[src/rtl/ptt_pkg.sv]
// ptt_pkg: shared types and codes for the periodic timer table
// no dependencies
`timescale 1ns / 1ps
package ptt_pkg;

	localparam int KIND_BITS = 4;
	localparam int ID_BITS = 4;
	localparam int OWNER_W = 16;
	localparam int TIME_W = 32;
	localparam int TOTAL_BITS = 16;

	localparam logic [3:0] OP_ADD = 4'd0;
	localparam logic [3:0] OP_START = 4'd1;
	localparam logic [3:0] OP_STOP = 4'd2;
	localparam logic [3:0] OP_REMOVE = 4'd3;
	localparam logic [3:0] OP_BIND = 4'd4;
	localparam logic [3:0] OP_REM_OWNER = 4'd5;
	localparam logic [3:0] OP_START_ALL = 4'd6;
	localparam logic [3:0] OP_STOP_ALL = 4'd7;
	localparam logic [3:0] OP_REM_ALL = 4'd8;
	localparam logic [3:0] OP_TICK = 4'd9;
	localparam logic [3:0] OP_RESYNC = 4'd10;

	localparam logic [1:0] RES_ADDED = 2'd0;
	localparam logic [1:0] RES_FIRED = 2'd1;
	localparam logic [1:0] RES_DONE = 2'd2;
	localparam logic [1:0] RES_FULL = 2'd3;

	typedef struct packed {
		logic [KIND_BITS-1:0] kind;
		logic [ID_BITS-1:0] timer_id;
		logic [OWNER_W-1:0] owner_tag;
		logic [TIME_W-1:0] period;
		logic [TOTAL_BITS-1:0] repeat_total;
		logic [TIME_W-1:0] now;
		logic paused;
	} cmd_t;

	typedef struct packed {
		logic [1:0] result_kind;
		logic [ID_BITS-1:0] slot_id;
		logic last;
	} res_t;

	// controller to datapath
	typedef struct packed {
		logic load;    // capture command word
		logic clr_idx; // index back to zero
		logic step;    // apply op on current slot, advance index
	} ptt_ctl_t;

	// datapath to controller
	typedef struct packed {
		logic idx_last; // current slot is the final one
		logic fire;     // current slot fires on a tick step
		logic found;    // current slot is free (add search)
	} ptt_stat_t;

endpackage

[src/rtl/ptt_ctrl.sv]
// ptt_ctrl: command sequencer for the timer table
// depends on ptt_pkg
`timescale 1ns / 1ps
module ptt_ctrl import ptt_pkg::*; (
	input  logic      clk,
	input  logic      arst_n,
	input  logic      start,
	input  logic [KIND_BITS-1:0] kind,
	input  logic      paused,
	input  ptt_stat_t stat,
	output ptt_ctl_t  ctl,
	output logic      busy,
	output logic      strobe,
	output res_t      result
);

	typedef enum logic [3:0] {
		ST_IDLE = 4'b0001,
		ST_WALK = 4'b0010,
		ST_ADD  = 4'b0100,
		ST_DONE = 4'b1000
	} state_t;

	state_t state_q;
	logic [KIND_BITS-1:0] kind_q;
	logic [ID_BITS-1:0] idx_q;

	assign busy = (state_q != ST_IDLE);

	always_comb begin
		ctl = '0;
		strobe = 1'b0;
		result = '0;
		case (state_q)
			ST_IDLE: begin
				ctl.load = start;
				ctl.clr_idx = start;
			end
			ST_WALK: begin
				ctl.step = 1'b1;
				if (kind_q == OP_TICK && stat.fire) begin
					strobe = 1'b1;
					result.result_kind = RES_FIRED;
					result.slot_id = idx_q;
				end
			end
			ST_ADD: begin
				ctl.step = stat.found;
				if (stat.found) begin
					strobe = 1'b1;
					result.result_kind = RES_ADDED;
					result.slot_id = idx_q;
					result.last = 1'b1;
				end else if (stat.idx_last) begin
					strobe = 1'b1;
					result.result_kind = RES_FULL;
					result.last = 1'b1;
				end else begin
					ctl.step = 1'b1;
				end
			end
			ST_DONE: begin
				strobe = 1'b1;
				result.result_kind = RES_DONE;
				result.last = 1'b1;
			end
			default: ;
		endcase
	end

	always_ff @(posedge clk or negedge arst_n) begin
		if (!arst_n) begin
			state_q <= ST_IDLE;
			kind_q <= '0;
			idx_q <= '0;
		end else begin
			if (ctl.clr_idx) idx_q <= '0;
			else if (ctl.step) idx_q <= idx_q + 1'b1;
			case (state_q)
				ST_IDLE: if (start) begin
					kind_q <= kind;
					if (kind == OP_ADD) state_q <= ST_ADD;
					else if ((kind == OP_TICK && paused) || kind > OP_RESYNC)
						state_q <= ST_DONE;
					else if (kind inside {OP_START, OP_STOP, OP_REMOVE, OP_BIND})
						state_q <= ST_DONE;
					else state_q <= ST_WALK;
				end
				ST_WALK: if (stat.idx_last) state_q <= ST_DONE;
				ST_ADD: if (stat.found || stat.idx_last) state_q <= ST_IDLE;
				ST_DONE: state_q <= ST_IDLE;
				default: state_q <= ST_IDLE;
			endcase
		end
	end

	a_strobe_busy: assert property (@(posedge clk) disable iff (!arst_n)
		strobe |-> busy) else $error("result outside command");
	a_last_idle: assert property (@(posedge clk) disable iff (!arst_n)
		(strobe && result.last) |=> !busy) else $error("still busy after last");
	a_fire_tick: assert property (@(posedge clk) disable iff (!arst_n)
		(strobe && result.result_kind == RES_FIRED) |-> !result.last)
		else $error("fired marked last");

endmodule

[src/rtl/ptt_datapath.sv]
// ptt_datapath: slot state registers and per-slot update unit
// depends on ptt_pkg
`timescale 1ns / 1ps
module ptt_datapath import ptt_pkg::*; (
	input  logic     clk,
	input  logic     arst_n,
	input  cmd_t     cmd,
	input  ptt_ctl_t ctl,
	output ptt_stat_t stat
);

	localparam int SLOTS = 1 << ID_BITS;

	cmd_t cmd_q;
	logic [ID_BITS-1:0] idx_q;
	logic [SLOTS-1:0] used_q, run_q, rem_q;
	logic [TOTAL_BITS-1:0] runs_q [SLOTS];
	logic [TOTAL_BITS-1:0] total_q [SLOTS];
	logic [TIME_W-1:0] per_q [SLOTS];
	logic [TIME_W-1:0] lt_q [SLOTS];
	logic [OWNER_W-1:0] own_q [SLOTS];

	logic [TIME_W-1:0] elapsed;
	logic [TOTAL_BITS-1:0] runs_nx;
	logic due;
	logic hit;

	assign elapsed = cmd_q.now - lt_q[idx_q];
	assign due = (per_q[idx_q] == '0) || (elapsed >= per_q[idx_q]);
	assign runs_nx = runs_q[idx_q] + 1'b1;
	assign stat.idx_last = (idx_q == ID_BITS'(SLOTS - 1));
	assign stat.found = !used_q[idx_q];
	assign stat.fire = used_q[idx_q] && !rem_q[idx_q] && run_q[idx_q] && due;
	assign hit = used_q[cmd.timer_id];

	always_ff @(posedge clk or negedge arst_n) begin
		if (!arst_n) begin
			used_q <= '0;
			run_q <= '0;
			rem_q <= '0;
			idx_q <= '0;
		end else begin
			if (ctl.clr_idx) idx_q <= '0;
			else if (ctl.step) idx_q <= idx_q + 1'b1;
			// single-slot ops applied at accept
			if (ctl.load && hit) begin
				case (cmd.kind)
					OP_START: run_q[cmd.timer_id] <= 1'b1;
					OP_STOP: run_q[cmd.timer_id] <= 1'b0;
					OP_REMOVE: rem_q[cmd.timer_id] <= 1'b1;
					default: ;
				endcase
			end
			// add claims only a free slot, the search steps over used ones
			if (ctl.step && cmd_q.kind == OP_ADD && !used_q[idx_q]) begin
				used_q[idx_q] <= 1'b1;
				run_q[idx_q] <= 1'b1;
				rem_q[idx_q] <= 1'b0;
			end else if (ctl.step && used_q[idx_q]) begin
				case (cmd_q.kind)
					OP_REM_OWNER: if (own_q[idx_q] == cmd_q.owner_tag) rem_q[idx_q] <= 1'b1;
					OP_START_ALL: run_q[idx_q] <= 1'b1;
					OP_STOP_ALL: run_q[idx_q] <= 1'b0;
					OP_REM_ALL: rem_q[idx_q] <= 1'b1;
					OP_TICK: begin
						if (rem_q[idx_q]) begin
							used_q[idx_q] <= 1'b0;
							run_q[idx_q] <= 1'b0;
							rem_q[idx_q] <= 1'b0;
						end else if (stat.fire && total_q[idx_q] != '0
							&& runs_nx == total_q[idx_q]) rem_q[idx_q] <= 1'b1;
					end
					default: ;
				endcase
			end
		end
	end

	// payload, no reset
	always_ff @(posedge clk) begin
		if (ctl.load) cmd_q <= cmd;
		if (ctl.load && hit && cmd.kind == OP_BIND) own_q[cmd.timer_id] <= cmd.owner_tag;
		if (ctl.step && cmd_q.kind == OP_ADD && !used_q[idx_q]) begin
			runs_q[idx_q] <= '0;
			total_q[idx_q] <= cmd_q.repeat_total;
			per_q[idx_q] <= cmd_q.period;
			lt_q[idx_q] <= cmd_q.now;
			own_q[idx_q] <= '0;
		end else if (ctl.step && cmd_q.kind == OP_TICK && stat.fire) begin
			runs_q[idx_q] <= runs_nx;
			lt_q[idx_q] <= lt_q[idx_q] + per_q[idx_q];
		end else if (ctl.step && cmd_q.kind == OP_RESYNC && used_q[idx_q]) begin
			lt_q[idx_q] <= cmd_q.now;
		end
	end

	a_rem_used: assert property (@(posedge clk) disable iff (!arst_n)
		(rem_q & ~used_q) == '0) else $error("removed slot not in use");
	a_run_used: assert property (@(posedge clk) disable iff (!arst_n)
		(run_q & ~used_q) == '0) else $error("running slot not in use");
	a_step_load: assert property (@(posedge clk) disable iff (!arst_n)
		!(ctl.step && ctl.load)) else $error("step during load");

endmodule

[src/rtl/periodic_timer_table_top.sv]
// periodic timer table: 16 slots, one command word per start pulse
// add searches the slots in order for a free one; remove-owner/start-all/stop-all/
// remove-all/resync and unpaused tick walk every slot, then done; others go to done
// busy drops after the last word, next word accepted at the following edge
// fired result per firing slot, done last (add: added/full); results never stall
// reset clears all slots to free; slot payload is written by add before use
`timescale 1ns / 1ps
module periodic_timer_table_top import ptt_pkg::*; (
	input  logic clk,
	input  logic arst_n,
	input  logic start,
	input  cmd_t cmd,
	output logic busy,
	output logic strobe,
	output res_t result
);

	ptt_ctl_t ctl;
	ptt_stat_t stat;

	ptt_ctrl u_ctrl (
		.clk(clk), .arst_n(arst_n), .start(start), .kind(cmd.kind),
		.paused(cmd.paused), .stat(stat), .ctl(ctl), .busy(busy),
		.strobe(strobe), .result(result)
	);

	ptt_datapath u_dp (
		.clk(clk), .arst_n(arst_n), .cmd(cmd), .ctl(ctl), .stat(stat)
	);

endmodule

[config.mk]
export PLATFORM = sky130hd
export DESIGN_NAME = periodic_timer_table_top
export DESIGN_NICKNAME = d
export VERILOG_FILES = /design/src/rtl/ptt_pkg.sv /design/src/rtl/ptt_ctrl.sv /design/src/rtl/ptt_datapath.sv /design/src/rtl/periodic_timer_table_top.sv
export SDC_FILE = /design/constraint.sdc
export NUM_CORES = 2
export LEC_CHECK = 0
export BUFFER_PORTS_ARGS = -buffer_cell sky130_fd_sc_hd__buf_2
export CAP_MARGIN = 30
export CORE_MARGIN = 2
export CORE_UTILIZATION = 30
export DETAILED_ROUTE_END_ITERATION = 10
export GPL_TIMING_DRIVEN = 0
export HOLD_SLACK_MARGIN = 0.08
export PLACE_DENSITY_LB_ADDON = 0.05
export SYNTH_ARGS = -nofsm -noshare
export SYNTH_HDL_FRONTEND = slang
export SYNTH_SLANG_ARGS = --single-unit
[constraint.sdc]
create_clock -name clk -period 9.1 [get_ports clk]
set_input_delay 1.365 -clock clk [delete_from_list [all_inputs] [get_ports clk]]
set_output_delay 1.365 -clock clk [all_outputs]
set_load 0.01 [all_outputs]
Word-level counts from Yosys, hierarchy flattened
Memory sizes are Yosys's and may differ from the RTL's.
Cells that the tools add are included.
- memory bits (writable): 1792
- input port bits: 108
- logic and storage cells: 174
- flip-flop bits (word level): 164
- memories: 5
- add/sub/neg operators: 5
- $lt $le $gt $ge: 6
- mux-type cells: 73
- equality and inequality tests: 23
- reductions and logical operators: 36
- bitwise operators: 14
- memory list (name ; depth ; width ; rd ports ; clocked after memory_dff ; write ports ; line ; text):
    u_dp.lt_q ; 16 ; 32 ; 1 ; 0 ; 1 ; ptt_datapath.sv:20 ; logic [TIME_W-1:0] lt_q [SLOTS];
    u_dp.per_q ; 16 ; 32 ; 1 ; 0 ; 1 ; ptt_datapath.sv:19 ; logic [TIME_W-1:0] per_q [SLOTS];
    u_dp.own_q ; 16 ; 16 ; 1 ; 0 ; 1 ; ptt_datapath.sv:21 ; logic [OWNER_W-1:0] own_q [SLOTS];
    u_dp.runs_q ; 16 ; 16 ; 1 ; 0 ; 1 ; ptt_datapath.sv:17 ; logic [TOTAL_BITS-1:0] runs_q [SLOTS];
    u_dp.total_q ; 16 ; 16 ; 1 ; 0 ; 1 ; ptt_datapath.sv:18 ; logic [TOTAL_BITS-1:0] total_q [SLOTS];
- operators with widths (kind ; number):
    2-to-1 mux 16 bit ; 17
    one-hot mux 16 bit (3 select lines) ; 2
    bitwise OR 16 bit ; 5
    bitwise AND 16 bit ; 4
    2-to-1 mux 32 bit ; 2
    2-to-1 mux 4 bit ; 12
    adder 32 bit ; 1
    == test 16 bit ; 2
    greater-or-equal comparator 32 bit ; 1
    zero test 32 bit ; 1
    NOT 16 bit ; 2
    one-hot mux 16 bit (2 select lines) ; 1
    subtractor 32 bit ; 1
    == test 4 bit (second input constant) ; 7
    2-to-1 mux 1 bit ; 23
    == test 4 x 3 -> 1 bit (second input constant) ; 5
    logical AND 1 bit ; 18
    adder 16 x 1 -> 16 bit (second input constant) ; 1
    binary-select mux 1 bit (select 4 bit) ; 4
    nonzero test 16 bit ; 1
    OR reduction 16 bit ; 1
    == test 4 x 2 -> 1 bit (second input constant) ; 3
    one-hot mux 4 bit (3 select lines) ; 1
    < comparator 4 x 5 -> 1 bit (second input constant) ; 2
    22 further kinds ; 40

Depth between registers and ports, before layout
- depth after elaboration: 13
- gate-level depth with buffers: 39
- depth with buffers taken out: 26

By module
A second synthesis with hierarchy kept.
- cell total of the unflattened synthesis: 4989
- area, all modules: 81134.1 µm²
- modules (own cells, without submodules) (module ; times used ; cells each ; area an instance (µm²)):
    ptt_datapath ; 1 ; 4898 ; 80358.3
    ptt_ctrl ; 1 ; 91 ; 775.7

Worst setup path before layout
OpenSTA, ideal clock, no wires.
- kind: register to register
- start point: reg u_dp.idx_q[0]
- end point: mem u_dp.lt_q[10][0] (enable)
- slack: -437 ps
- arrival time: 9116 ps
- cell stages (with the launch flop): 38
- path buffers: 12
- data required time: 8679 ps
- cell sequence: dfrtp_1 -> buf_6 -> buf_12 -> buf_12 -> buf_8 -> buf_8 -> buf_6 -> buf_8 -> buf_6 -> buf_2 -> clkbuf_1 -> buf_1 -> mux4_2 -> mux4_2 -> inv_1 -> ha_1 -> and2_1 -> or2_2 -> (+2 left out) -> o21ai_0 -> o22ai_1 -> o221ai_1 -> nor2_1 -> nor2_1 -> xnor2_1 -> ha_1 -> a21o_1 -> a21o_1 -> a211oi_1 -> o21bai_1 -> a21o_1 -> a22o_1 -> o2111ai_2 -> nor3_2 -> nor3_1 -> buf_2 -> nor2_1
- word-level cells in the longest chain between the ends: 13
- elaborated cells on any way between the ends: 38
- classes of those cells: 1 x add/sub; 1 x order compare; 1 x eq/ne; 18 x mux; 2 x bitwise; 13 x reduce/logical; 2 x memory
- RTL lines (what ; line ; text):
    from (decl) ; ptt_datapath.sv:15 ; logic [ID_BITS-1:0] idx_q;
    from (signal assigned) ; ptt_datapath.sv:44 ; else if (ctl.step) idx_q <= idx_q + 1'b1;
    branches (longest 13 deep; another with memory read (16 x 32 bit)) ; -- ;
    to (decl) ; ptt_datapath.sv:20 ;
Several ways; the timed one is not identified. The select of a mux whose other input is x is not followed.

==> flow_summary.toml <==
[power_and_ir_drop]
p_leak_nw = 31.3
netSwitchingFraction_pct = 28.9
cellPowerDensity_mw_per_mm2 = 259
combPwrFrac_pct = 24.0
total_power_mw = 25.2
pwr-share-seq_pct = 41.8
vdd_drop_max_v = 0.000176
p_int_mw = 17.9
clkPwrFrac_pct = 34.2
power_switching_mw = 7.30

[routing]
vias = 42900
detail_route.wl_per_cell_um = 31.1
vias_per_cell = 5.08
drc = 0
drt_iter0_markers = 3450
ant_nets = 0
wl_um = 263000
firstDrtPassIters = 5

[synthesis]
ys_seq_elements = 1956
synth_cell_types = 81
synth_commonest_cells = "edfxtp_1 (1,892), mux4_2 (509), nor2_1 (202)"
synth.most_common_cell = "edfxtp_1"
synth_area_leader_cell = "edfxtp_1"
synth_edf_count = 1892
ys_warn_count = 0
yosysTopAreaCellShare_pct = 70.6
syn_inst = 4136
syn-num-nets = 4347
async_flop_share_pct = 3.27
syn_area_sq_mm = 0.0805
synth_area_leaders = "edfxtp_1 (71%), mux4_2 (14%), dfrtp_1 (2.0%)"
synthFlopType = "edfxtp_1"
syn_area_per_cell_sq_um = 19.5
yosysSeqAreaShare_pct = 72.6

[floorplan]
rows = 190
die-area_sq_mm = 0.272
die_h_um = 522
coreArea_sq_mm = 0.267
start_util_pct = 30.1
dieWidth_um = 522
top_level_ports = 117

[clocking]
clk_pin_slew_worst_paths_ns = 0.05
clockBufferDepth = 4
cts_hold_buf = 0
cts_sinks = 1956
cts-root-buf = "clkbuf_16"
cts_tree = "yes"
clk_latency_ns = 0.91
h-tree-depth = 4
cts_made_buffers = 224

[setup_path]
cp.required_ns = 7.74
reg2reg_from = "u_dp.idx_q[0]"
reg2reg_setup_slack_ns = 0.25
crit_top_cell = "buf_16"
cp-end-kind = "primary output"
crit_type = "reg2out"
worstSetupStartpointType = "flop"
slowest_stage = "mux4_2"
cp_data_arrival_time_ns = 8.26
crit_fanout = 5
crit_path_start = "u_dp.idx_q[0]"
worst_path_largest_cell_delay_ns = 0.56

[hold_path]
hold_class = "in2async"

[final_layout]
multiInputGateArea_sq_mm = 0.0214
syn2layout_area_growth_pct = 20.9
register_area_sq_mm = 0.0584
fill_cells = 24800
final_nets = 4906
drive_gt1_share_pct = 28.5
post-route-util_pct = 36.4

[grt]
grt_max_degree = 59
grt.total_usage_pct = 19.1
overflow = 0
grt_pass1_vias = 44200
grt_pass1_wl_um = 365000
antenna_found_initial = 12

[run_status]
status = "finished, violations left"
violations = "negative setup slack"

[sta]
fmax_mhz = 104
slew_headroom_pct = 28.6
fin_crit_ns = 9.62
worst_slack_ns = -0.521
worst-slew-pin-transition_ns = 1.06
setup_viol = 6
rsz0062_at_grt = "true"
finalClockSkew_ns = 0.0779
period_share_pct = 106
drv_slew = 0
hold_violations = 0

[placement]
portBuffers = 114
routabilityCongestion = 0.838
dpl.hpwl_um = 175000

[job]
drv_cap = 0
==> path summary, 6_finish.rpt <==
check / to / cells after the start
min in group clk: u_ctrl.kind_q[0] / 1
max reg2reg: u_dp.lt_q[12][10] / 39
max in group asynchronous: asynchronous set/reset pin / 2
max: result[4] / 33
min: u_ctrl.idx_q[3] / 1
min reg2reg: u_ctrl.kind_q[0] / 1
==> layout make-up <==
| cell class | instances | share of cell area (%) |
|---|---|---|
| flip-flops and latches | 1956 | 60.1 |
| multi-input cells | 1883 | 22.0 |
| clock buffers | 290 | 6.13 |
| well taps | 3552 | 4.57 |
| repair buffers | 345 | 4.56 |
| plain buffers | 197 | 1.36 |
| clock inverters | 123 | 0.984 |
| inverters | 88 | 0.342 |
| diodes | 4 | 0.0103 |
==> registers in the layout (all words and copies together) (netlist names), named ones only <==
name	count
u_ctrl.kind_q	4
u_dp.run_q	16
u_dp.idx_q	4
u_dp.lt_q	512
u_dp.runs_q	256
u_dp.total_q	256
u_dp.per_q	512
u_dp.rem_q	16
u_ctrl.state_q	4
u_dp.cmd_q	100
u_dp.own_q	256
u_ctrl.idx_q	4
==> cells in the final DEF, fill, tap and decap left out, drive strengths merged, types with 72 or more instances in the layout <==
master  count
nand2     152
a21oi     121
clkinv     99
xnor2      72
ha        101
a22oi     122
clkbuf    389
edfxtp   1892
nor2      202
mux4      520
buf       439
inv        92
o21ai     105
==> stage by stage <==
stage               area, sq um  setup slack (ns)  instances  TNS [ns]  hold slack, ns
finish                    97300            -0.521       8438     -3.05           0.339
detailed placement        89100             -4.69       7967  -6074.16           0.487
global route              97300            -0.829       8437     -4.88           0.282
floorplan                 80500           -0.0534       4136    -17.08           0.471
CTS                       97200            -0.637       8426     -3.71           0.259
global placement          85500             -8.18       7802         -           0.483
==> cells by family (layout without fill, tap and decap cells) <==
logic type | Yosys count | count (layout) | share of synthesized area (%)
fa+ha+maj | 103 | 103 | 1.62
flops | 1956 | 1956 | 72.6
simple gates | 592 | 592 | 3.51
mux | 556 | 556 | 15.1
other cells | 0 | 4 | 0
xor+xnor | 99 | 99 | 1.08
compound gates | 533 | 533 | 4.40
buf+inv | 297 | 1043 | 1.71
==> critical path, delay by kind of cell (launching register included) <==
family / cells / cell delay [ns]
simple gates: 3 / 0.47
buf+inv: 11 / 1.48
fa+ha+maj: 2 / 0.51
mux: 2 / 0.99
flops: 1 / 0.42
compound gates: 15 / 3.46
==> power groups by stage <==
| stage | Sequential, mW | Combinational (mW) | Clock (mW) |
|---|---|---|---|
| 3_5_place_dp | 10.7 | 5.78 | 0 |
| 2_1_floorplan | 10.6 | 3.84 | 0 |
| 5_1_grt | 10.6 | 6.58 | 9.20 |
| 3_3_place_gp | 10.8 | 5.64 | 0 |
| 4_1_cts | 10.5 | 6.16 | 8.87 |
| 6_report | 10.5 | 6.06 | 8.62 |
==> per-layer routing <==
layer	up-vias	GRT usage [%]	wire length, um
met5	-	0	0
met4	0	3.97	5360
met3	290	2.31	10100
met2	963	31.7	127000
met1	23400	27.1	120000
li1	18200	-	-
==> what timing repair did <==
action,4_1_cts,5_1_grt
setup buffers,54,7
endpoints found under the setup margin,1558,334
pin swaps,42,13
gates cloned,3,0
resized for setup,116,7
No activity file was read; power rests on OpenSTA's default activity.
